## src/rtl/brl_pkg.sv

```systemverilog
`timescale 1ns / 1ps
`default_nettype none
// ---------------------------------------------------------------------------
// brl_pkg
// Shared widths, codes and beat types of the Bresenham line rasterizer.
// ---------------------------------------------------------------------------
package brl_pkg;

	localparam int COORD_BITS  = 12;
	localparam int ERR_BITS    = COORD_BITS + 2;
	localparam int CNT_BITS    = COORD_BITS + 1;
	localparam int COLOR_BITS  = 4;
	localparam int CFG_IDX_BITS = 2;

	localparam int CQ_DEPTH    = 4;
	localparam int CQ_AW       = 2;
	localparam int CQ_CNT_BITS = CQ_AW + 1;
	localparam int OQ_DEPTH    = 4;
	localparam int OQ_AW       = 2;
	localparam int OQ_CNT_BITS = OQ_AW + 1;

	localparam logic signed [COORD_BITS-1:0] COORD_MIN = {1'b1, {(COORD_BITS-1){1'b0}}};
	localparam logic signed [COORD_BITS-1:0] COORD_MAX = {1'b0, {(COORD_BITS-1){1'b1}}};

	typedef enum logic {
		KIND_START = 1'b0,
		KIND_STEP  = 1'b1
	} kind_t;

	typedef enum logic [CFG_IDX_BITS-1:0] {
		CFG_CLIP_X_LOW  = 2'd0,
		CFG_CLIP_X_HIGH = 2'd1,
		CFG_CLIP_Y_LOW  = 2'd2,
		CFG_CLIP_Y_HIGH = 2'd3
	} cfg_reg_t;

	typedef struct packed {
		logic signed [COORD_BITS-1:0] x_low;
		logic signed [COORD_BITS-1:0] x_high;
		logic signed [COORD_BITS-1:0] y_low;
		logic signed [COORD_BITS-1:0] y_high;
	} clip_t;

	// one decoded command between front and back
	typedef struct packed {
		kind_t                        kind;
		logic signed [COORD_BITS-1:0] x;
		logic signed [COORD_BITS-1:0] y;
		logic signed [ERR_BITS-1:0]   err;
		logic signed [ERR_BITS-1:0]   inc_axis;
		logic signed [ERR_BITS-1:0]   inc_diag;
		logic signed [1:0]            dir_x;
		logic signed [1:0]            dir_y;
		logic                         y_major;
		logic [CNT_BITS-1:0]          left;
		logic [COLOR_BITS-1:0]        color;
	} cmd_t;

	typedef struct packed {
		logic signed [COORD_BITS-1:0] x;
		logic signed [COORD_BITS-1:0] y;
		logic [COLOR_BITS-1:0]        color;
		logic                         visible;
		logic                         last;
	} pix_t;

	function automatic logic signed [COORD_BITS-1:0] dir_ext(input logic signed [1:0] d);
		dir_ext = {{(COORD_BITS-2){d[1]}}, d};
	endfunction

endpackage
`default_nettype wire

```

## src/rtl/brl_front.sv

```systemverilog
`timescale 1ns / 1ps
`default_nettype none
// ---------------------------------------------------------------------------
// brl_front
// Takes input beats, works out the line setup and queues decoded commands.
// ---------------------------------------------------------------------------
module brl_front
	import brl_pkg::*;
(
	input  wire logic                         clk,
	input  wire logic                         arst_n,
	input  wire logic                         push,
	output logic                              full,
	input  wire logic                         kind,
	input  wire logic signed [COORD_BITS-1:0] start_x,
	input  wire logic signed [COORD_BITS-1:0] start_y,
	input  wire logic signed [COORD_BITS-1:0] end_x,
	input  wire logic signed [COORD_BITS-1:0] end_y,
	input  wire logic [COLOR_BITS-1:0]        pen_color,
	output logic                              cmd_valid,
	output cmd_t                              cmd,
	input  wire logic                         cmd_pop
);

	logic                         valid_s1;
	kind_t                        kind_s1;
	logic signed [COORD_BITS-1:0] sx_s1;
	logic signed [COORD_BITS-1:0] sy_s1;
	logic signed [COORD_BITS:0]   dx_s1;
	logic signed [COORD_BITS:0]   dy_s1;
	logic [COLOR_BITS-1:0]        color_s1;

	cmd_t                         cq_mem_q [CQ_DEPTH];
	logic [CQ_AW-1:0]             cq_wr_q;
	logic [CQ_AW-1:0]             cq_rd_q;
	logic [CQ_CNT_BITS-1:0]       cq_cnt_q;

	logic                         cq_full;
	logic                         accept;
	logic                         move;

	logic signed [COORD_BITS:0]   adx_w;
	logic signed [COORD_BITS:0]   ady_w;
	logic [COORD_BITS-1:0]        adx;
	logic [COORD_BITS-1:0]        ady;
	logic [COORD_BITS-1:0]        major;
	logic [COORD_BITS-1:0]        minor;
	logic                         y_major;
	cmd_t                         setup;

	assign cq_full = (cq_cnt_q == CQ_CNT_BITS'(CQ_DEPTH));
	assign full    = valid_s1 && cq_full;
	assign accept  = push && !full;
	assign move    = valid_s1 && !cq_full;

	always_ff @(posedge clk or negedge arst_n) begin
		if (!arst_n) begin
			valid_s1 <= 1'b0;
		end else if (accept) begin
			valid_s1 <= 1'b1;
		end else if (move) begin
			valid_s1 <= 1'b0;
		end
	end

	// deltas are one bit wider than the coordinates
	always_ff @(posedge clk) begin
		if (accept) begin
			kind_s1  <= kind_t'(kind);
			sx_s1    <= start_x;
			sy_s1    <= start_y;
			dx_s1    <= $signed({end_x[COORD_BITS-1], end_x})
			            - $signed({start_x[COORD_BITS-1], start_x});
			dy_s1    <= $signed({end_y[COORD_BITS-1], end_y})
			            - $signed({start_y[COORD_BITS-1], start_y});
			color_s1 <= pen_color;
		end
	end

	always_comb begin
		adx_w   = dx_s1[COORD_BITS] ? -dx_s1 : dx_s1;
		ady_w   = dy_s1[COORD_BITS] ? -dy_s1 : dy_s1;
		adx     = adx_w[COORD_BITS-1:0];
		ady     = ady_w[COORD_BITS-1:0];
		y_major = (ady > adx);
		major   = y_major ? ady : adx;
		minor   = y_major ? adx : ady;

		setup.kind     = kind_s1;
		setup.x        = sx_s1;
		setup.y        = sy_s1;
		setup.err      = $signed({1'b0, minor, 1'b0}) - $signed({2'b00, major});
		setup.inc_axis = $signed({1'b0, minor, 1'b0});
		setup.inc_diag = $signed({1'b0, minor, 1'b0}) - $signed({1'b0, major, 1'b0});
		setup.dir_x    = dx_s1[COORD_BITS] ? 2'sb11 : ((dx_s1 != '0) ? 2'sb01 : 2'sb00);
		setup.dir_y    = dy_s1[COORD_BITS] ? 2'sb11 : ((dy_s1 != '0) ? 2'sb01 : 2'sb00);
		setup.y_major  = y_major;
		setup.left     = CNT_BITS'({1'b0, major}) + CNT_BITS'(1);
		setup.color    = color_s1;
	end

	always_ff @(posedge clk) begin
		if (move) begin
			cq_mem_q[cq_wr_q] <= setup;
		end
	end

	always_ff @(posedge clk or negedge arst_n) begin
		if (!arst_n) begin
			cq_wr_q  <= '0;
			cq_rd_q  <= '0;
			cq_cnt_q <= '0;
		end else begin
			if (move) begin
				cq_wr_q <= cq_wr_q + CQ_AW'(1);
			end
			if (cmd_pop) begin
				cq_rd_q <= cq_rd_q + CQ_AW'(1);
			end
			case ({move, cmd_pop})
				2'b10:   cq_cnt_q <= cq_cnt_q + CQ_CNT_BITS'(1);
				2'b01:   cq_cnt_q <= cq_cnt_q - CQ_CNT_BITS'(1);
				default: cq_cnt_q <= cq_cnt_q;
			endcase
		end
	end

	assign cmd_valid = (cq_cnt_q != '0);
	assign cmd       = cq_mem_q[cq_rd_q];

endmodule
`default_nettype wire

```

## src/rtl/brl_back.sv

```systemverilog
`timescale 1ns / 1ps
`default_nettype none
// ---------------------------------------------------------------------------
// brl_back
// Holds the active line, steps it one pixel per step command and queues pixels.
// ---------------------------------------------------------------------------
module brl_back
	import brl_pkg::*;
(
	input  wire logic                   clk,
	input  wire logic                   arst_n,
	input  wire logic                   cmd_valid,
	input  wire cmd_t                   cmd,
	output logic                        cmd_pop,
	input  wire clip_t                  clip,
	output logic                        empty,
	input  wire logic                   pop,
	output pix_t                        pix
);

	logic signed [COORD_BITS-1:0] cur_x_q;
	logic signed [COORD_BITS-1:0] cur_y_q;
	logic signed [ERR_BITS-1:0]   err_q;
	logic signed [ERR_BITS-1:0]   inc_axis_q;
	logic signed [ERR_BITS-1:0]   inc_diag_q;
	logic signed [1:0]            dir_x_q;
	logic signed [1:0]            dir_y_q;
	logic                         y_major_q;
	logic [CNT_BITS-1:0]          left_q;
	logic [COLOR_BITS-1:0]        color_q;
	logic                         active_q;

	pix_t                         oq_mem_q [OQ_DEPTH];
	logic [OQ_AW-1:0]             oq_wr_q;
	logic [OQ_AW-1:0]             oq_rd_q;
	logic [OQ_CNT_BITS-1:0]       oq_cnt_q;

	logic                         oq_full;
	logic                         load;
	logic                         emit;
	logic                         out_pop;
	logic                         err_ge0;
	logic                         step_x;
	logic                         step_y;
	pix_t                         pix_new;

	assign oq_full = (oq_cnt_q == OQ_CNT_BITS'(OQ_DEPTH));
	assign load    = cmd_valid && (cmd.kind == KIND_START);
	assign emit    = cmd_valid && (cmd.kind == KIND_STEP) && active_q && !oq_full;
	// a step with no active line is dropped without waiting on the output side
	assign cmd_pop = load || emit || (cmd_valid && (cmd.kind == KIND_STEP) && !active_q);
	assign out_pop = pop && !empty;

	assign err_ge0 = !err_q[ERR_BITS-1];
	assign step_x  = !y_major_q || err_ge0;
	assign step_y  = y_major_q || err_ge0;

	always_comb begin
		pix_new.x       = cur_x_q;
		pix_new.y       = cur_y_q;
		pix_new.color   = color_q;
		pix_new.visible = (cur_x_q > clip.x_low) && (cur_x_q < clip.x_high)
		                  && (cur_y_q > clip.y_low) && (cur_y_q < clip.y_high);
		pix_new.last    = (left_q == CNT_BITS'(1));
	end

	always_ff @(posedge clk or negedge arst_n) begin
		if (!arst_n) begin
			cur_x_q    <= '0;
			cur_y_q    <= '0;
			err_q      <= '0;
			inc_axis_q <= '0;
			inc_diag_q <= '0;
			dir_x_q    <= '0;
			dir_y_q    <= '0;
			y_major_q  <= 1'b0;
			left_q     <= '0;
			color_q    <= '0;
			active_q   <= 1'b0;
		end else if (load) begin
			cur_x_q    <= cmd.x;
			cur_y_q    <= cmd.y;
			err_q      <= cmd.err;
			inc_axis_q <= cmd.inc_axis;
			inc_diag_q <= cmd.inc_diag;
			dir_x_q    <= cmd.dir_x;
			dir_y_q    <= cmd.dir_y;
			y_major_q  <= cmd.y_major;
			left_q     <= cmd.left;
			color_q    <= cmd.color;
			active_q   <= 1'b1;
		end else if (emit) begin
			cur_x_q  <= cur_x_q + (step_x ? dir_ext(dir_x_q) : '0);
			cur_y_q  <= cur_y_q + (step_y ? dir_ext(dir_y_q) : '0);
			err_q    <= err_q + (err_ge0 ? inc_diag_q : inc_axis_q);
			left_q   <= left_q - CNT_BITS'(1);
			active_q <= (left_q != CNT_BITS'(1));
		end
	end

	always_ff @(posedge clk) begin
		if (emit) begin
			oq_mem_q[oq_wr_q] <= pix_new;
		end
	end

	always_ff @(posedge clk or negedge arst_n) begin
		if (!arst_n) begin
			oq_wr_q  <= '0;
			oq_rd_q  <= '0;
			oq_cnt_q <= '0;
		end else begin
			if (emit) begin
				oq_wr_q <= oq_wr_q + OQ_AW'(1);
			end
			if (out_pop) begin
				oq_rd_q <= oq_rd_q + OQ_AW'(1);
			end
			case ({emit, out_pop})
				2'b10:   oq_cnt_q <= oq_cnt_q + OQ_CNT_BITS'(1);
				2'b01:   oq_cnt_q <= oq_cnt_q - OQ_CNT_BITS'(1);
				default: oq_cnt_q <= oq_cnt_q;
			endcase
		end
	end

	assign empty = (oq_cnt_q == '0);
	assign pix   = oq_mem_q[oq_rd_q];

endmodule
`default_nettype wire

```

## src/rtl/bresenham_line_rasterizer.sv

```systemverilog
`timescale 1ns / 1ps
`default_nettype none
// ---------------------------------------------------------------------------
// bresenham_line_rasterizer
// Line rasterizer: start beats set up a line, step beats on an active line give one pixel each.
// ---------------------------------------------------------------------------
// Path: a step beat goes through the input register, command and pixel queues.
// Throughput: one beat per cycle in, one pixel per cycle out, while full is low
//   and the pixel queue has room, set by the error-term update in the back end.
// Reset: arst_n clears all queues and the line state; no line is active and
//   the clip bounds reset to the extremes, which the strict window excludes.
module bresenham_line_rasterizer
	import brl_pkg::*;
(
	input  wire logic                         clk,
	input  wire logic                         arst_n,
	input  wire logic                         push,
	output logic                              full,
	input  wire logic                         kind,
	input  wire logic signed [COORD_BITS-1:0] start_x,
	input  wire logic signed [COORD_BITS-1:0] start_y,
	input  wire logic signed [COORD_BITS-1:0] end_x,
	input  wire logic signed [COORD_BITS-1:0] end_y,
	input  wire logic [COLOR_BITS-1:0]        pen_color,
	output logic                              empty,
	input  wire logic                         pop,
	output logic signed [COORD_BITS-1:0]      pixel_x,
	output logic signed [COORD_BITS-1:0]      pixel_y,
	output logic [COLOR_BITS-1:0]             pixel_color,
	output logic                              visible,
	output logic                              last,
	input  wire logic                         cfg_we,
	input  wire logic [CFG_IDX_BITS-1:0]      cfg_index,
	input  wire logic [COORD_BITS-1:0]        cfg_data
);

	clip_t clip_q;
	logic  cmd_valid;
	cmd_t  cmd;
	logic  cmd_pop;
	pix_t  pix;

	always_ff @(posedge clk or negedge arst_n) begin
		if (!arst_n) begin
			clip_q.x_low  <= COORD_MIN;
			clip_q.x_high <= COORD_MAX;
			clip_q.y_low  <= COORD_MIN;
			clip_q.y_high <= COORD_MAX;
		end else if (cfg_we) begin
			unique case (cfg_reg_t'(cfg_index))
				CFG_CLIP_X_LOW:  clip_q.x_low  <= $signed(cfg_data);
				CFG_CLIP_X_HIGH: clip_q.x_high <= $signed(cfg_data);
				CFG_CLIP_Y_LOW:  clip_q.y_low  <= $signed(cfg_data);
				CFG_CLIP_Y_HIGH: clip_q.y_high <= $signed(cfg_data);
			endcase
		end
	end

	brl_front u_front (
		.clk       (clk),
		.arst_n    (arst_n),
		.push      (push),
		.full      (full),
		.kind      (kind),
		.start_x   (start_x),
		.start_y   (start_y),
		.end_x     (end_x),
		.end_y     (end_y),
		.pen_color (pen_color),
		.cmd_valid (cmd_valid),
		.cmd       (cmd),
		.cmd_pop   (cmd_pop)
	);

	brl_back u_back (
		.clk       (clk),
		.arst_n    (arst_n),
		.cmd_valid (cmd_valid),
		.cmd       (cmd),
		.cmd_pop   (cmd_pop),
		.clip      (clip_q),
		.empty     (empty),
		.pop       (pop),
		.pix       (pix)
	);

	assign pixel_x     = pix.x;
	assign pixel_y     = pix.y;
	assign pixel_color = pix.color;
	assign visible     = pix.visible;
	assign last        = pix.last;

endmodule
`default_nettype wire

```

## config.mk

```make
export PLATFORM = sky130hd
export DESIGN_NAME = bresenham_line_rasterizer
export DESIGN_NICKNAME = d
export VERILOG_FILES = /design/src/rtl/brl_pkg.sv /design/src/rtl/brl_front.sv /design/src/rtl/brl_back.sv /design/src/rtl/bresenham_line_rasterizer.sv
export SDC_FILE = /design/constraint.sdc
export NUM_CORES = 1
export LEC_CHECK = 0
export BUFFER_PORTS_ARGS = -buffer_cell sky130_fd_sc_hd__buf_4
export CORE_ASPECT_RATIO = 1.75
export CORE_MARGIN = 2
export CORE_UTILIZATION = 52
export CTS_CLUSTER_SIZE = 10
export DETAILED_ROUTE_END_ITERATION = 8
export PLACE_DENSITY = 0.71
export SLEW_MARGIN = 30
export SYNTH_ARGS = -nofsm -noshare
export SYNTH_HDL_FRONTEND = slang
export SYNTH_HIERARCHICAL = 1
export SYNTH_SLANG_ARGS = --single-unit
```

## constraint.sdc

```tcl
create_clock -name clk -period 16 [get_ports clk]
set_input_delay 1.6 -clock clk [delete_from_list [all_inputs] [get_ports clk]]
set_output_delay 1.6 -clock clk [all_outputs]
set_load 0.1 [all_outputs]
```

### Yosys cells after proc, flatten, opt, wreduce, memory -nomap -nowiden

Memories as Yosys holds them, arrays and structs flattened.
Cells that the tools add are included.
W data, S select, Z words.

* bits in registers: 207
* RAM bits: 468
* bits of input ports: 72
* output and inout bits: 32
* logic and storage cells: 131
* memories kept: 2

Memories
* u_front.cq_mem_q: depth 4, bits a word 87, rd ports 1, clocked after memory_dff 0, write ports 1, line brl_front.sv:33 `cmd_t cq_mem_q [CQ_DEPTH];`
* u_back.oq_mem_q: depth 4, bits a word 30, rd ports 1, clocked after memory_dff 0, write ports 1, line brl_back.sv:33 `pix_t oq_mem_q [OQ_DEPTH];`

* add/sub/neg operators: 19
* order comparisons: 5
* equality and inequality tests: 11
* multiplexer cells: 29
* bitwise logic cells: 1
* reduce and logical (&&, ||, !) cells: 36

Operators by type and width (count)
* $mux W12: 10
* $mux W14: 3
* $gt A12 B12 Y1: 3
* $mux W13: 2
* $reduce_bool A13 Y1: 2
* $sub A12 B12 Y13: 2
* $add A12 B12 Y12: 2
* $lt A12 B12 Y1: 2
* $neg A12 Y12: 2
* $add A14 B14 Y14: 1
* $sub A13 B12 Y14: 1
* $sub A13 B13 Y14: 1
* $add A12 B1 Y13 const B: 1
* $eq A13 B1 Y1 const B: 1
* $ne A13 B1 Y1 const B: 1
* $sub A13 B1 Y13 const B: 1
* $logic_and A1 B1 Y1: 12
* $pmux W3 S2: 2
* $mux W1: 10
* $add A2 B1 Y2 const B: 4
* $eq A2 B2 Y1 const B: 4
* $reduce_and A2 Y1: 4
* $reduce_bool A2 Y1: 4
* $logic_not A1 Y1: 7
* other kinds (10): 19

### Depth between registers and ports, before layout

* word-level depth: 8
* mapped depth: 25
* gate-level depth less buffers: 23

### Cells and area by module

Netlist, hierarchy kept.

By module, submodules not included
* brl_front: instances 1, cells an instance 1125, area an instance 18298.8 um^2, sequential area each 12181.7 um^2
* brl_back: instances 1, cells an instance 972, area an instance 11157.0 um^2, sequential area each 6005.8 um^2
* bresenham_line_rasterizer: instances 1, cells an instance 104, area an instance 1831.8 um^2, sequential area each 1231.2 um^2

### Worst setup path before layout

OpenSTA, ideal clock, no wires.

* kind: reg2reg
* start: register u_front.dy_s1[6]
* end: memory u_front/cq_mem_q[0][60] (netlist name) (data pin)
* library setup time: 0.278 ns
* arrival: 5.954 ns
* required time: 15.722 ns
* path slack: 9.769 ns
* stages on the path, launching flop included: 24
* buffers on the path: 2
* period minus slack after synthesis: 6.231 ns
* cells stage by stage: edfxtp_1 nor4_2 inv_1 o21ai_0 xor2_1 clkinv_1 ha_1 nand3_1 nor4_1 nand2_1 o21ai_4 inv_4 buf_2 buf_1 nand2_1 o21ai_0 fa_1 o31ai_1 a31oi_2 a211o_1 a211oi_2 o21ai_1 and3_1 or3_1

RTL lines
* start, declared: line brl_front.sv:30 `logic signed [COORD_BITS:0] dy_s1;`
* start signal, assigned: line brl_front.sv:74 `dy_s1 <= $signed({end_y[COORD_BITS-1], end_y})`
* end, declared: line brl_front.sv:33

==> flow_summary.ini <==
[min_path]
hold_class = flop to flop

[die]
die-height_microns = 328
row_count = 119
die-area_sq_um = 62200
core_sq_um = 59900
dieWidth_microns = 189
start_util = 0.523
ios = 104

[grt]
overflow = 0
first_global_vias = 19400
antenna_found_initial = 0
grt_pass1_wl_microns = 112000
grt_max_degree = 97
grt_use_total = 0.238

[detailed_routing]
drt_iter0_markers = 1263
via_count = 18500
antenna_left = 0
first_pass_iters = 5
routedWlPerCell_microns = 22.8
drc = 0
wirelength_microns = 72200
viasPerCell = 5.84

[worst_setup_path]
arrival_ps = 8070
worst_setup_path_end_kind = flop
r2r_slack_ps = 8260
cp_max_fo = 42
start_kind = flop
crit_type = flop to flop
cp.required_ps = 16330

[synth]
async_flop_share = 0.227
synth_area_sq_um = 31300
synth.top_cells.by_count = edfxtp_1 (519), nand2_1 (234), dfrtp_1 (128)
ys.flop_type = edfxtp_1
synthTopCellsByArea = edfxtp_1 (50%), dfrtp_1 (10%), mux4_2 (8.3%)
synth_edf_count = 519
synth_seq_area_share = 0.621
synth_most_common_cell = edfxtp_1
ys_types = 97
synth_top_area_cell = edfxtp_1
yosysWarnings = 6
synth_seq_cells = 671
syn_inst = 2201
synth.avg_cell_area_sq_um = 14.2
synth_top_area_share = 0.498

[sta]
final.setup.worst_slack_ps = 8260
setup_tns_ps = 0
tightest_slew_ps = 1000
rsz0062_at_grt = no
finalSetupViolations = 0
slew_violations = 0
max_slew_margin = 0.325
finClkSkew_ps = 33.3
max_freq_mhz = 129
finalHoldViolations = 0
min_period_over_period = 0.484
min_period_ps = 7740

[finish]
final_area_sq_um = 35100
regArea_sq_um = 19400
drive_gt1_frac = 0.197
syn_to_final_growth_pct = 12.3
nets = 2524
fill_cells = 4687
antennaDiodeCount = 0
multi_input_area_sq_um = 11000
post-route-util = 0.587

[clocking]
root_buffer = clkbuf_16
path_clk_slew_ps = 50
cts-htree-levels = 3
clk_latency_ps = 620
clkSinkCount = 671
cts_resized = 0
cts.hold.buffers_added = 0
post-cts-setup-buffers = 0
cts_buffer_depth = 3
cts_tree = yes
cts_buffers = 77

[place]
placed_area_sq_um = 32800
port-buffer-count = 103
dp_hpwl_microns = 50300
preCtsSetupSlack_ps = 8340
gp_congestion = 0.892

[status]
outcome = completed

[flow_run]
maxCapViolCount = 0
==> worst max-delay path: stages, from the launching register on <==
cell	delay, ps
edfxtp_1	500
o31ai_1	450
o21ai_0	260
xor2_1	690
clkinv_1	430
ha_1	490
nand3_1	130
nor4_1	670
nand2_1	320
o21ai_4	110
buf_4	440
inv_4	290
mux2i_1	790
fa_1	360
o31ai_1	100
a31oi_2	250
a211o_1	260
a211oi_2	90
o21ai_1	230
a21oi_1	120
or3_1	420
==> path summary, 6_finish.rpt <==
path / start / endpoint / depth (start not counted)
worst max-delay path: u_front/dx_s1[0]$_DFFE_PP_ / u_front/cq_mem_q[3][60]$_DFFE_PP_ / 20
max in group asynchronous: arst_n / u_front/cq_rd_q[1]$_DFFE_PN0P_ / 2
worst max register to register: u_front/dx_s1[0]$_DFFE_PP_ / u_front/cq_mem_q[3][60]$_DFFE_PP_ / 20
worst min register to register: u_back/inc_axis_q[9]$_DFFE_PN0P_ / u_back/inc_axis_q[9]$_DFFE_PN0P_ / 2
worst min-delay path: u_back/inc_axis_q[9]$_DFFE_PN0P_ / u_back/inc_axis_q[9]$_DFFE_PN0P_ / 2
min in group asynchronous: arst_n / u_back/color_q[0]$_DFFE_PN0P_ / 1
==> flip-flops by register name, indices dropped and copies added, names as in the netlist, 2 cells and up <==
signal	cells
u_back/oq_wr_q	2
u_back/cur_x_q	12
u_front/cq_rd_q	2
u_front/cq_mem_q	344
u_back/cur_y_q	12
u_back/oq_rd_q	2
u_back/color_q	4
u_front/dx_s1	13
clip_q	48
u_back/oq_mem_q	120
u_back/oq_cnt_q	3
u_front/dy_s1	13
u_front/sy_s1	12
u_back/dir_x_q	2
u_back/dir_y_q	2
u_front/color_s1	4
u_front/sx_s1	12
u_back/err_q	14
u_back/inc_axis_q	14
u_front/cq_cnt_q	3
u_back/left_q	13
u_back/inc_diag_q	14
u_front/cq_wr_q	2
==> layout by cell type, fill, tap and decap left out, types with 13 or more instances in the layout <==
cell,netlist,final
nand3_1,25,25
ha_1,117,117
nand4_1,16,16
or3_1,13,13
a31oi_1,17,17
clkbuf_1,36,46
mux4_2,116,116
a211oi_1,18,18
inv_1,123,123
dfstp_2,24,24
buf_4,9,125
nand2_1,234,234
and2_1,24,20
edfxtp_1,519,519
o21ai_0,82,82
nor3_1,34,34
nor2b_1,18,17
dfrtp_1,128,124
xnor2_1,66,66
a21oi_1,77,77
a21o_1,24,24
clkbuf_16,0,77
and3_1,19,19
nor2_1,109,108
mux2_2,65,65
nand2b_1,20,19
o211ai_1,13,13
xor2_1,50,50
==> final cells by class <==
cell class | instances | area share
well taps | 786 | 0.0280
clock inverters | 8 | 0.00424
repair buffers | 127 | 0.0279
flip-flops and latches | 671 | 0.553
multi-input cells | 1324 | 0.313
inverters | 128 | 0.0137
clock buffers | 124 | 0.0601
==> stage by stage <==
stage / hold WS (ps) / std cells
final: 470 / 3168
after global routing: 493 / 3168
after CTS: 473 / 3167
after detailed placement: 460 / 3035
after global placement: 453 / 3035
after floorplan: 437 / 2203
==> logic make-up after synthesis <==
family	Yosys count	synth area share
XOR/XNOR	116	0.0325
multiplexers	191	0.110
flip-flops	671	0.621
AO/OA/AOI/OAI	315	0.0662
adder cells (fa/ha/maj)	130	0.0529
AND/OR/NAND/NOR	569	0.0883
other	1	0.000120
buffers and inverters	208	0.0290
==> per-layer routing <==
layer	vias to the layer above	share of wire	global-route usage
li1	8498	-	-
met5	-	0	0
met2	491	0.55	0.442
met3	161	0.038	0.0298
met4	0	0.047	0.115
met1	9352	0.37	0.269
Power is not shown: default switching activity piles up to over one toggle a cycle in this logic, so the estimate is an artifact.
